===== src/sv/ims_pkg.sv =====
// ----------------------------------------------------------------------------
// ims_pkg
// Shared types and constants of the identifier membership set.
// ----------------------------------------------------------------------------
package ims_pkg;

  // set geometry
  localparam int unsigned CAPACITY    = 256;
  localparam int unsigned ID_W        = 31;
  localparam int unsigned IDX_W       = (CAPACITY > 1) ? $clog2(CAPACITY) : 1;
  localparam int unsigned CNT_W       = $clog2(CAPACITY + 1);
  localparam int unsigned COUNT_OUT_W = 9;
  localparam int unsigned REQ_W       = 2;

  // request codes
  typedef enum logic [REQ_W-1:0] {
    REQ_ADD    = 2'd0,
    REQ_REMOVE = 2'd1,
    REQ_QUERY  = 2'd2,
    REQ_CLEAR  = 2'd3
  } req_e;

  // controller states
  typedef enum logic [2:0] {
    ST_IDLE,
    ST_SCAN,
    ST_LAST,
    ST_MOVE,
    ST_DONE
  } state_e;

  // controller to datapath
  typedef struct packed {
    logic load;
    logic scan;
    logic clear;
    logic add_write;
    logic set_drop;
    logic read_last;
    logic move_write;
  } cmd_t;

  // datapath to controller
  typedef struct packed {
    req_e req;
    logic scan_done;
    logic found;
    logic full;
  } status_t;

endpackage


===== src/sv/ims_ctrl.sv =====
// ----------------------------------------------------------------------------
// ims_ctrl
// Request sequencer: scan, then append, swap-remove or report; clear skips the scan.
// ----------------------------------------------------------------------------
module ims_ctrl (
  input  logic             clk_i,
  input  logic             rst_ni,
  input  logic             start,
  output logic             busy,
  output logic             result_valid_o,
  input  ims_pkg::status_t status_i,
  output ims_pkg::cmd_t    cmd_o
);

  ims_pkg::state_e state_q, state_d;

  // state register
  always_ff @(posedge clk_i or negedge rst_ni) begin
    if (!rst_ni) begin
      state_q <= ims_pkg::ST_IDLE;
    end else begin
      state_q <= state_d;
    end
  end

  // next state and commands
  always_comb begin
    state_d        = state_q;
    cmd_o          = '0;
    busy           = 1'b1;
    result_valid_o = 1'b0;
    unique case (state_q)
      ims_pkg::ST_IDLE: begin
        busy = 1'b0;
        if (start) begin
          cmd_o.load = 1'b1;
          state_d    = ims_pkg::ST_SCAN;
        end
      end
      ims_pkg::ST_SCAN: begin
        if (status_i.req == ims_pkg::REQ_CLEAR) begin
          cmd_o.clear = 1'b1;
          state_d     = ims_pkg::ST_DONE;
        end else if (!status_i.scan_done) begin
          cmd_o.scan = 1'b1;
        end else begin
          state_d = ims_pkg::ST_DONE;
          unique case (status_i.req)
            ims_pkg::REQ_ADD: begin
              if (!status_i.found) begin
                if (status_i.full) begin
                  cmd_o.set_drop = 1'b1;
                end else begin
                  cmd_o.add_write = 1'b1;
                end
              end
            end
            ims_pkg::REQ_REMOVE: begin
              if (status_i.found) begin
                state_d = ims_pkg::ST_LAST;
              end
            end
            default: begin
            end
          endcase
        end
      end
      ims_pkg::ST_LAST: begin
        // fetch the last entry to fill the hole
        cmd_o.read_last = 1'b1;
        state_d         = ims_pkg::ST_MOVE;
      end
      ims_pkg::ST_MOVE: begin
        cmd_o.move_write = 1'b1;
        state_d          = ims_pkg::ST_DONE;
      end
      ims_pkg::ST_DONE: begin
        result_valid_o = 1'b1;
        state_d        = ims_pkg::ST_IDLE;
      end
      default: begin
        state_d = ims_pkg::ST_IDLE;
      end
    endcase
  end

endmodule


===== config.mk =====
export PLATFORM = sky130hd
export DESIGN_NAME = ims_ctrl
export DESIGN_NICKNAME = d
export VERILOG_FILES = /design/src/sv/ims_pkg.sv /design/src/sv/ims_ctrl.sv
export SDC_FILE = /design/constraint.sdc
export NUM_CORES = 1
export LEC_CHECK = 0
export BUFFER_PORTS_ARGS = -buffer_cell sky130_fd_sc_hd__clkbuf_2
export CAP_MARGIN = 5
export CORE_AREA = 2 2 39 41
export CTS_BUF_LIST = sky130_fd_sc_hd__clkbuf_4
export DETAILED_ROUTE_END_ITERATION = 12
export DIE_AREA = 0 0 41 43
export GPL_ROUTABILITY_DRIVEN = 0
export PLACE_DENSITY = 0.5
export SETUP_SLACK_MARGIN = 0.3
export SLEW_MARGIN = 20
export SYNTH_ARGS = -nofsm -noshare
export SYNTH_HDL_FRONTEND = slang
export SYNTH_SLANG_ARGS = --single-unit
export TNS_END_PERCENT = 5

===== constraint.sdc =====
create_clock -name clk_i -period 1.6 [get_ports clk_i]
set_clock_uncertainty 0.2 [all_clocks]
set_input_delay 0.16 -clock clk_i [delete_from_list [all_inputs] [get_ports clk_i]]
set_output_delay 0.16 -clock clk_i [all_outputs]
set_load 0.01 [all_outputs]

==> results of run 1 <==
per-stage QoR:
stage / worst slack, ns / instances
floorplan: 0.164 / 28
global placement: 0.109 / 64
detailed placement: 0.0939 / 64
CTS: -0.113 / 69
global route: -0.178 / 70
finish: -0.0953 / 70
worst max path at each step:
stage / end / slack [ns] / cells past startpoint
floorplan: cmd_o[3] / 0.16 / 2
global placement: cmd_o[2] / 0.11 / 4
detailed placement: cmd_o[2] / 0.09 / 4
CTS: cmd_o[3] / -0.11 / 3
global route: cmd_o[3] / -0.18 / 3
finish: cmd_o[6] / -0.1 / 4
cell usage in the layout (no fill, tap or decap), drive strengths merged:
cell         count
nand2            1
nor3             4
and3             1
dlygate4sd3      1
inv              4
a2111oi          1
and4bb           1
o32ai            1
nor2             4
o21ba            1
or3              1
o211a            1
a21oi            1
buf             11
clkbuf          14
a21o             1
or4b             1
dfrtp            3
or3b             1
a211o            1
power groups by stage:
stage / Sequential, mW / Clock (mW) / Combinational, mW
global route: 0.137 / 0.156 / 0.569
detailed placement: 0.134 / 0 / 0.414
CTS: 0.136 / 0.154 / 0.453
floorplan: 0.155 / 0 / 0.229
global placement: 0.134 / 0 / 0.412
finish: 0.133 / 0.146 / 0.522
metal layers:
layer	wire length (um)	GRT usage	up-vias
met4	0	0.0400	0
li1	-	-	155
met1	298	0.0942	139
met5	0	0	-
met2	309	0.128	13
met3	60	0.0314	0
area by class of cell:
type	count	area [sq um]	area share
repair buffers	22	131	0.278
well taps	16	20.0	0.0423
clock buffers	4	30.0	0.0635
multi-input cells	21	196	0.415
inverters	4	20.0	0.0423
flip-flops and latches	3	75.1	0.159
logic make-up (layout without fill, tap and decap cells):
kind of cell | after synthesis | count (layout) | synth area share
compound gates | 7 | 7 | 0.281
flops | 3 | 3 | 0.312
buf+inv | 4 | 30 | 0.0625
simple gates | 14 | 14 | 0.344
critical path: cells and delay by family, from the launching register on:
family	cells	cell delay, ns
and+or+nand+nor	2	0.46
DFF	1	0.38
buffers and inverters	2	0.27
timing repair:
| item | CTS | global route |
|---|---|---|
| endpoints found under the setup margin | 10 | 11 |
| setup buffers | 0 | 1 |
| gates resized for setup | 4 | 11 |
| hold buffers | 1 | 0 |
| hold endpoints to repair | 3 | 0 |
| pin swaps | 3 | 2 |
==> results.cfg, run 1 <==
[place]
port_buffers = 16
dp_hpwl_um = 517
dpl_cell_area_sq_um = 389

[clock_tree]
clk_latency_ns = 0.23
cts_htree_levels = 1
clock_path_buffers = 2
clock_sinks = 3
numCtsBuffers = 3
cts-root-buf = clkbuf_4
clk_pin_slew_ns = 0.04
cts_tree = done

[global_routing]
antenna_found_initial = 0
grt_use_total = 0.0826
grt_pass1_wl_um = 986
grt_max_degree = 8
grt_pass1_vias = 286
overflow = 0

[setup_path]
path_cells = buf_4 > or3_4 > nor2_1 > buf_2
path_max_fanout = 3
setup.worst_path.end_class = output pin
critPathLaunchType = flop
worst-endpoint-arrival_ns = 1.34
reg2reg_to = state_q[1]
reg2reg_slack_ns = 0.33
worstSetupPathType = reg -> out
crit_path_max_incr_delay_ns = 0.38
r2r_start = state_q[1]
r2r_cells = 3
crit_required_ns = 1.24
startpoint = state_q[0]
crit_slowest_cell = dfrtp_1

[worst_hold_path]
worst_hold_startpoint = start
whs_endpoint = state_q[0]
hp-class = in -> reg
holdPathStages = 3

[final_layout]
final_cell_area_sq_um = 473
drive_gt1_frac = 0.704
largest_reg_flops = 3
largest_register = state_q
nets = 63
diodes = 0
largestRegisters = state_q (3)
syn_to_final_growth_pct = 96.9
post-route-util = 0.342
num-fill-cells = 161

[logic_synthesis]
synth_async_sr_flop_share = 1.00
synthDistinctLibCells = 17
ys_seq_elements = 3
synth.largest_area_cell = dfrtp_1
yosys.area.top_type_share = 0.313
yosysWarningCount = 0
syn_area_per_cell_sq_um = 8.58
synthesis.nets = 36
syn_area_sq_um = 240
yosysSeqAreaShare = 0.313
synth_edf_count = 0
synth_cells = 28
synth_area_leaders = dfrtp_1 31%, nor3_1 8.3%, a2111oi_2 6.3%, inv_1 6.3%, nor2_1 6.3%
synth_ff_type = dfrtp_1
synthTopCellsByCount = 4 x inv_1, 4 x nor2_1, 4 x nor3_1

[floorplanning]
start_util = 0.174
row_count = 14
core_sq_um = 1380
ios = 17
die_w_um = 41
dieArea_sq_um = 1760
chipHeight_um = 43

[timing]
hold_viol_final = 0
maxSlewViolCount = 0
layout_setup_ws_ns = -0.0953
relSlewSlack = 0.826
maxClockFrequency_mhz = 590
holdWs_ns = 0.0433
rsz0062_at_grt = yes
fin_tns_setup_ns = -0.341
final.period_utilization = 1.06
layout_min_cycle_time_ns = 1.70
setup_viol = 6
worst_pin_slew_ns = 0.260

[run_status]
outcome = finished, violations left
failed_checks = setup timing

[job]
max-cap-violations = 0

[route]
drt_iter0_drc = 7
drt-vias-per-instance = 4.39
vias = 307
drc = 0
routed_wirelength_um = 667
drt_pass1_iterations = 2
post_drt_wl_per_cell_um = 9.53
antenna_left = 0

[pwr]
finalPower_uw = 801
vdd_drop_max_mv = 0.835
power_frac_clock = 0.182
p_leak_nw = 0.247
switching_power_uw = 312
powerDensity_nw_per_um2 = 1690
power_frac_seq = 0.166
swShare = 0.390
intPower_uw = 489
pwr-share-comb = 0.652
No activity file was read; power rests on OpenSTA's default activity.
==> run 2: changes to the inputs <==
GPL_TIMING_DRIVEN = 0   (was not set)
==> run 2 against run 1 <==
Against the previous run: the run still ends with setup timing left; non-clock buffer count down 2; critical path depth down 1; count of clock-buffer cells in the layout unchanged; die area unchanged; via count down 2.6%; combinational power down 16%; power down 8.6%; design area down 8.7%; critical endpoint is now cmd_o[3]; utilization down 3.0 points; hold slack worse by 0.0018 ns; critical path type unchanged; first-iteration DRC count down 43%.
==> results.cfg, run 2 (synthesis gave the netlist of run 1 again) <==
[run_status]
outcome = finished, violations left
failed_checks = setup timing

[final_layout]
drive_gt1_frac = 0.692
diodes = 0
post-route-util = 0.312
nets = 61
largest_register = state_q
num-fill-cells = 159
syn_to_final_growth_pct = 79.7
largestRegisters = state_q (3)
final_cell_area_sq_um = 432
final_cells = 68
largest_reg_flops = 3
layout_common_cells = 9 x clkbuf_2, 7 x buf_2, 4 x nor2_1, 4 x clkbuf_4, 3 x buf_4
final_common_cell = clkbuf_2

[route]
post_drt_wl_per_cell_um = 10.1
routed_wirelength_um = 689
drc = 0
drt_pass1_iterations = 2
antenna_left = 0
drt_iter0_drc = 4
drt-vias-per-instance = 4.40
vias = 299

[worst_hold_path]
hp-class = in -> reg
holdPathStages = 3
whs_endpoint = state_q[0]
worst_hold_startpoint = start

[global_routing]
grt_use_total = 0.0875
overflow = 0
grt_pass1_wl_um = 1030
antenna_found_initial = 0
grt_pass1_vias = 268
grt_max_degree = 8

[timing]
layout_setup_ws_ns = -0.132
rsz0062_at_grt = yes
maxClockFrequency_mhz = 578
setup_viol = 6
hold_viol_final = 0
final.period_utilization = 1.08
layout_min_cycle_time_ns = 1.73
relSlewSlack = 0.827
worst_pin_slew_ns = 0.258
maxSlewViolCount = 0

[clock_tree]
numCtsBuffers = 3
cts_tree = done
cts_htree_levels = 1
clk_latency_ns = 0.23
cts-root-buf = clkbuf_4
clock_path_buffers = 2
clock_sinks = 3
clk_pin_slew_ns = 0.04

[setup_path]
crit_slowest_cell = or3b_4
r2r_cells = 3
worst-endpoint-arrival_ns = 1.37
path_buf_inv = 1
worstSetupPathType = reg -> out
r2r_start = state_q[1]
path_cells = or3b_4 > nor3_2 > buf_2
path_max_fanout = 5
setup.worst_path.end_class = output pin
reg2reg_slack_ns = 0.19
reg2reg_to = state_q[2]
critPathLaunchType = flop
crit_family = simple AND/OR/NAND/NOR gates
crit_required_ns = 1.24
crit_path_max_incr_delay_ns = 0.44

[floorplanning]
row_count = 14
chipHeight_um = 43
core_sq_um = 1380
die_w_um = 41
start_util = 0.174
dieArea_sq_um = 1760
ios = 17

[place]
dp.cells = 60
dp_hpwl_um = 514
dpl_cell_area_sq_um = 359
post-place-ws_ns = 0.0273
port_buffers = 16

[pwr]
vdd_drop_max_mv = 0.697
powerDensity_nw_per_um2 = 1700
p_leak_nw = 0.232

[job]
max-cap-violations = 0
-- run 2: cell types whose count changed in the layout (fill, tap and decap cells not counted), moves of 2 or more --
| cell | change |
|---|---|
| dfrtp_2 | +2 |
| nor3_1 | +2 |
| dfrtp_1 | -2 |
| nor3_2 | -2 |
-- run 2: repair_timing --
item / CTS / global route
setup buffers: 3 / 0
endpoints found under the setup margin: 11 / 12
pin swaps: 4 / 2
cloned: 0 / 0
hold buffers: 1 / 0
gates resized for setup: 6 / 7
hold endpoints to repair: 3 / 0
-- run 2: layer usage --
layer | vias to the layer above | routed length [um] | global-route usage
met5 | - | 0 | 0
met4 | 0 | 0 | 0.0600
met3 | 0 | 69 | 0.0314
met2 | 13 | 290 | 0.128
met1 | 132 | 329 | 0.100
li1 | 154 | - | -
-- run 2: worst reg2reg max path: cells and delay by family, from the launching register on --
family                 cells  cell delay (ns)
AO/OA/AOI/OAI              1             0.32
buffers and inverters      1             0.14
flip-flops                 1             0.37
AND/OR/NAND/NOR            1             0.26
-- run 2: metrics by stage --
step / total power, mW / hold slack [ns] / setup TNS [ns]
after floorplan: 0.384 / -0.336 / 0
after global placement: 0.490 / -0.243 / 0
after detailed placement: 0.500 / -0.240 / 0
after CTS: 0.747 / 0.0342 / -0.547
after global routing: 0.791 / 0.0560 / -0.714
final: 0.732 / 0.0415 / -0.429
-- run 2: report_power, final --
part / switching, mW / total (mW) / internal [mW]
Combinational: 0.218 / 0.441 / 0.223
Sequential: 0.0257 / 0.141 / 0.116
Clock: 0.0395 / 0.150 / 0.110
-- run 2: how the worst max path moves through the flow --
| stage | from | endpoint | slack [ns] | cells after the start |
|---|---|---|---|---|
| 2_1_floorplan | state_q[1] | cmd_o[3] | 0.16 | 2 |
| 3_3_place_gp | state_q[2] | cmd_o[2] | 0.05 | 3 |
| 3_5_place_dp | state_q[2] | cmd_o[2] | 0.03 | 3 |
| 4_1_cts | state_q[2] | cmd_o[3] | -0.16 | 3 |
| 5_1_grt | state_q[1] | cmd_o[3] | -0.20 | 3 |
| 6_report | state_q[2] | cmd_o[3] | -0.13 | 3 |
-- run 2: layout make-up --
| cell class | instances | area (sq um) | area share |
|---|---|---|---|
| timing repair buffer | 20 | 113 | 0.261 |
| tap | 16 | 20.0 | 0.0464 |
| sequential | 3 | 77.6 | 0.180 |
| inverter | 4 | 17.5 | 0.0406 |
| clock buffer | 4 | 30.0 | 0.0696 |
| multi-input combinational | 21 | 174 | 0.403 |
==> run 3: changes to the inputs <==
BUFFER_PORTS_ARGS = -buffer_cell sky130_fd_sc_hd__buf_4   (was -buffer_cell sky130_fd_sc_hd__clkbuf_2)
==> run 3 against run 2 <==
Against the previous run: sequential cell count unchanged; via count grew 2.7%; the run still ends with setup timing left; clock power increased by 3%.
==> results.cfg, run 3 (synthesis gave the netlist of run 1 again) <==
[pwr]
vdd_drop_max_mv = 0.786
intPower_uw = 549
finalPower_uw = 888
pwr-share-comb = 0.667
powerDensity_nw_per_um2 = 1700
switching_power_uw = 339
power_frac_seq = 0.158
swShare = 0.382
power_frac_clock = 0.175
p_leak_nw = 0.249

[clock_tree]
cts-root-buf = clkbuf_4
clock_path_buffers = 2
clk_latency_ns = 0.24
clk_pin_slew_ns = 0.04
numCtsBuffers = 3
cts_htree_levels = 1
clock_sinks = 3
cts_tree = done

[timing]
maxSlewViolCount = 0
setup_viol = 6
final.period_utilization = 1.07
layout_min_cycle_time_ns = 1.71
rsz0062_at_grt = yes
relSlewSlack = 0.835
fin_tns_setup_ns = -0.417
maxClockFrequency_mhz = 584
layout_setup_ws_ns = -0.113
hold_viol_final = 0
worst_pin_slew_ns = 0.247
holdWs_ns = 0.0460

[route]
drc = 0
drt_iter0_drc = 1
drt_pass1_iterations = 3
routed_wirelength_um = 755
antenna_left = 0
drt-vias-per-instance = 4.45
post_drt_wl_per_cell_um = 10.9
vias = 307

[setup_path]
path_max_fanout = 5
worst-endpoint-arrival_ns = 1.35
setup.worst_path.end_class = output pin
worstSetupPathType = reg -> out
critPathLaunchType = flop
crit_required_ns = 1.24

[final_layout]
final_common_cell = buf_4
diodes = 0
largest_reg_flops = 3
syn_to_final_growth_pct = 118
nets = 62
final_cells = 69
drive_gt1_frac = 0.755
seq_area_sq_um = 77.6
num-fill-cells = 153
largest_register = state_q
largestRegisters = state_q (3)
multiInputGateArea_sq_um = 201
layout_common_cells = 17 x buf_4, 4 x nor2_1, 4 x clkbuf_4

[global_routing]
grt_pass1_vias = 263
antenna_found_initial = 0
grt_max_degree = 8
grt_pass1_wl_um = 1060
overflow = 0
grt_use_total = 0.0936

[floorplanning]
dieArea_sq_um = 1760
row_count = 14
start_util = 0.174
chipHeight_um = 43
core_sq_um = 1380
ios = 17
die_w_um = 41

[place]
port_buffers = 16
post-place-ws_ns = 0.0395
dp_hpwl_um = 490
dp.cells = 60

[run_status]
failed_checks = setup timing
outcome = finished, violations left

[job]
max-cap-violations = 0

[worst_hold_path]
hp-class = in -> async
## run 3: power by group through the flow
stage	Sequential, mW	Combinational [mW]	Clock [mW]
final	0.140	0.592	0.155
after CTS	0.140	0.567	0.160
after floorplan	0.155	0.229	0
after detailed placement	0.171	0.367	0
after global placement	0.169	0.363	0
after global routing	0.144	0.635	0.167
## run 3: routing by layer
layer / up-vias / wire length [um] / GRT usage
met4: 0 / 16 / 0.100
met1: 137 / 309 / 0.100
met5: - / 0 / 0
li1: 153 / - / -
met2: 15 / 345 / 0.134
met3: 2 / 83 / 0.0209
## run 3: stage by stage
step,area (sq um),util
CTS,513,0.371
global route,523,0.378
global placement,399,0.288
floorplan,259,-
finish,523,0.378
detailed placement,399,0.288
## run 3: worst max-delay path: stages, from the launching register on
cell	delay [ns]
dfrtp_2	0.39
or3b_4	0.44
nor3_2	0.16
buf_4	0.14
## run 3: path summary, 6_finish.rpt
| kind | startpoint | end | slack (ns) | depth (start not counted) |
|---|---|---|---|---|
| worst max register to register | state_q[1] | state_q[2] | 0.20 | 3 |
| max in group asynchronous | rst_ni | state_q[2] | 1.05 | 2 |
| worst min-delay path | rst_ni | state_q[1] | 0.05 | 2 |
| worst max-delay path | state_q[2] | cmd_o[3] | -0.11 | 3 |
| worst min register to register | state_q[2] | state_q[2] | 0.40 | 2 |
| min in group clk_i | status_i[2] | state_q[0] | 0.05 | 3 |
## run 3: layout make-up
cell class | instances | area share
multi-input combinational | 21 | 0.385
timing repair buffer | 21 | 0.328
sequential | 3 | 0.148
clock buffer | 4 | 0.0574
inverter | 4 | 0.0431
tap | 16 | 0.0383
## run 3: timing repair
item | CTS | global route
hold endpoints to repair | 3 | 0
pin swaps | 7 | 2
setup buffers | 4 | 0
hold buffers | 1 | 0
gates resized for setup | 12 | 3
endpoints found under the setup margin | 11 | 12
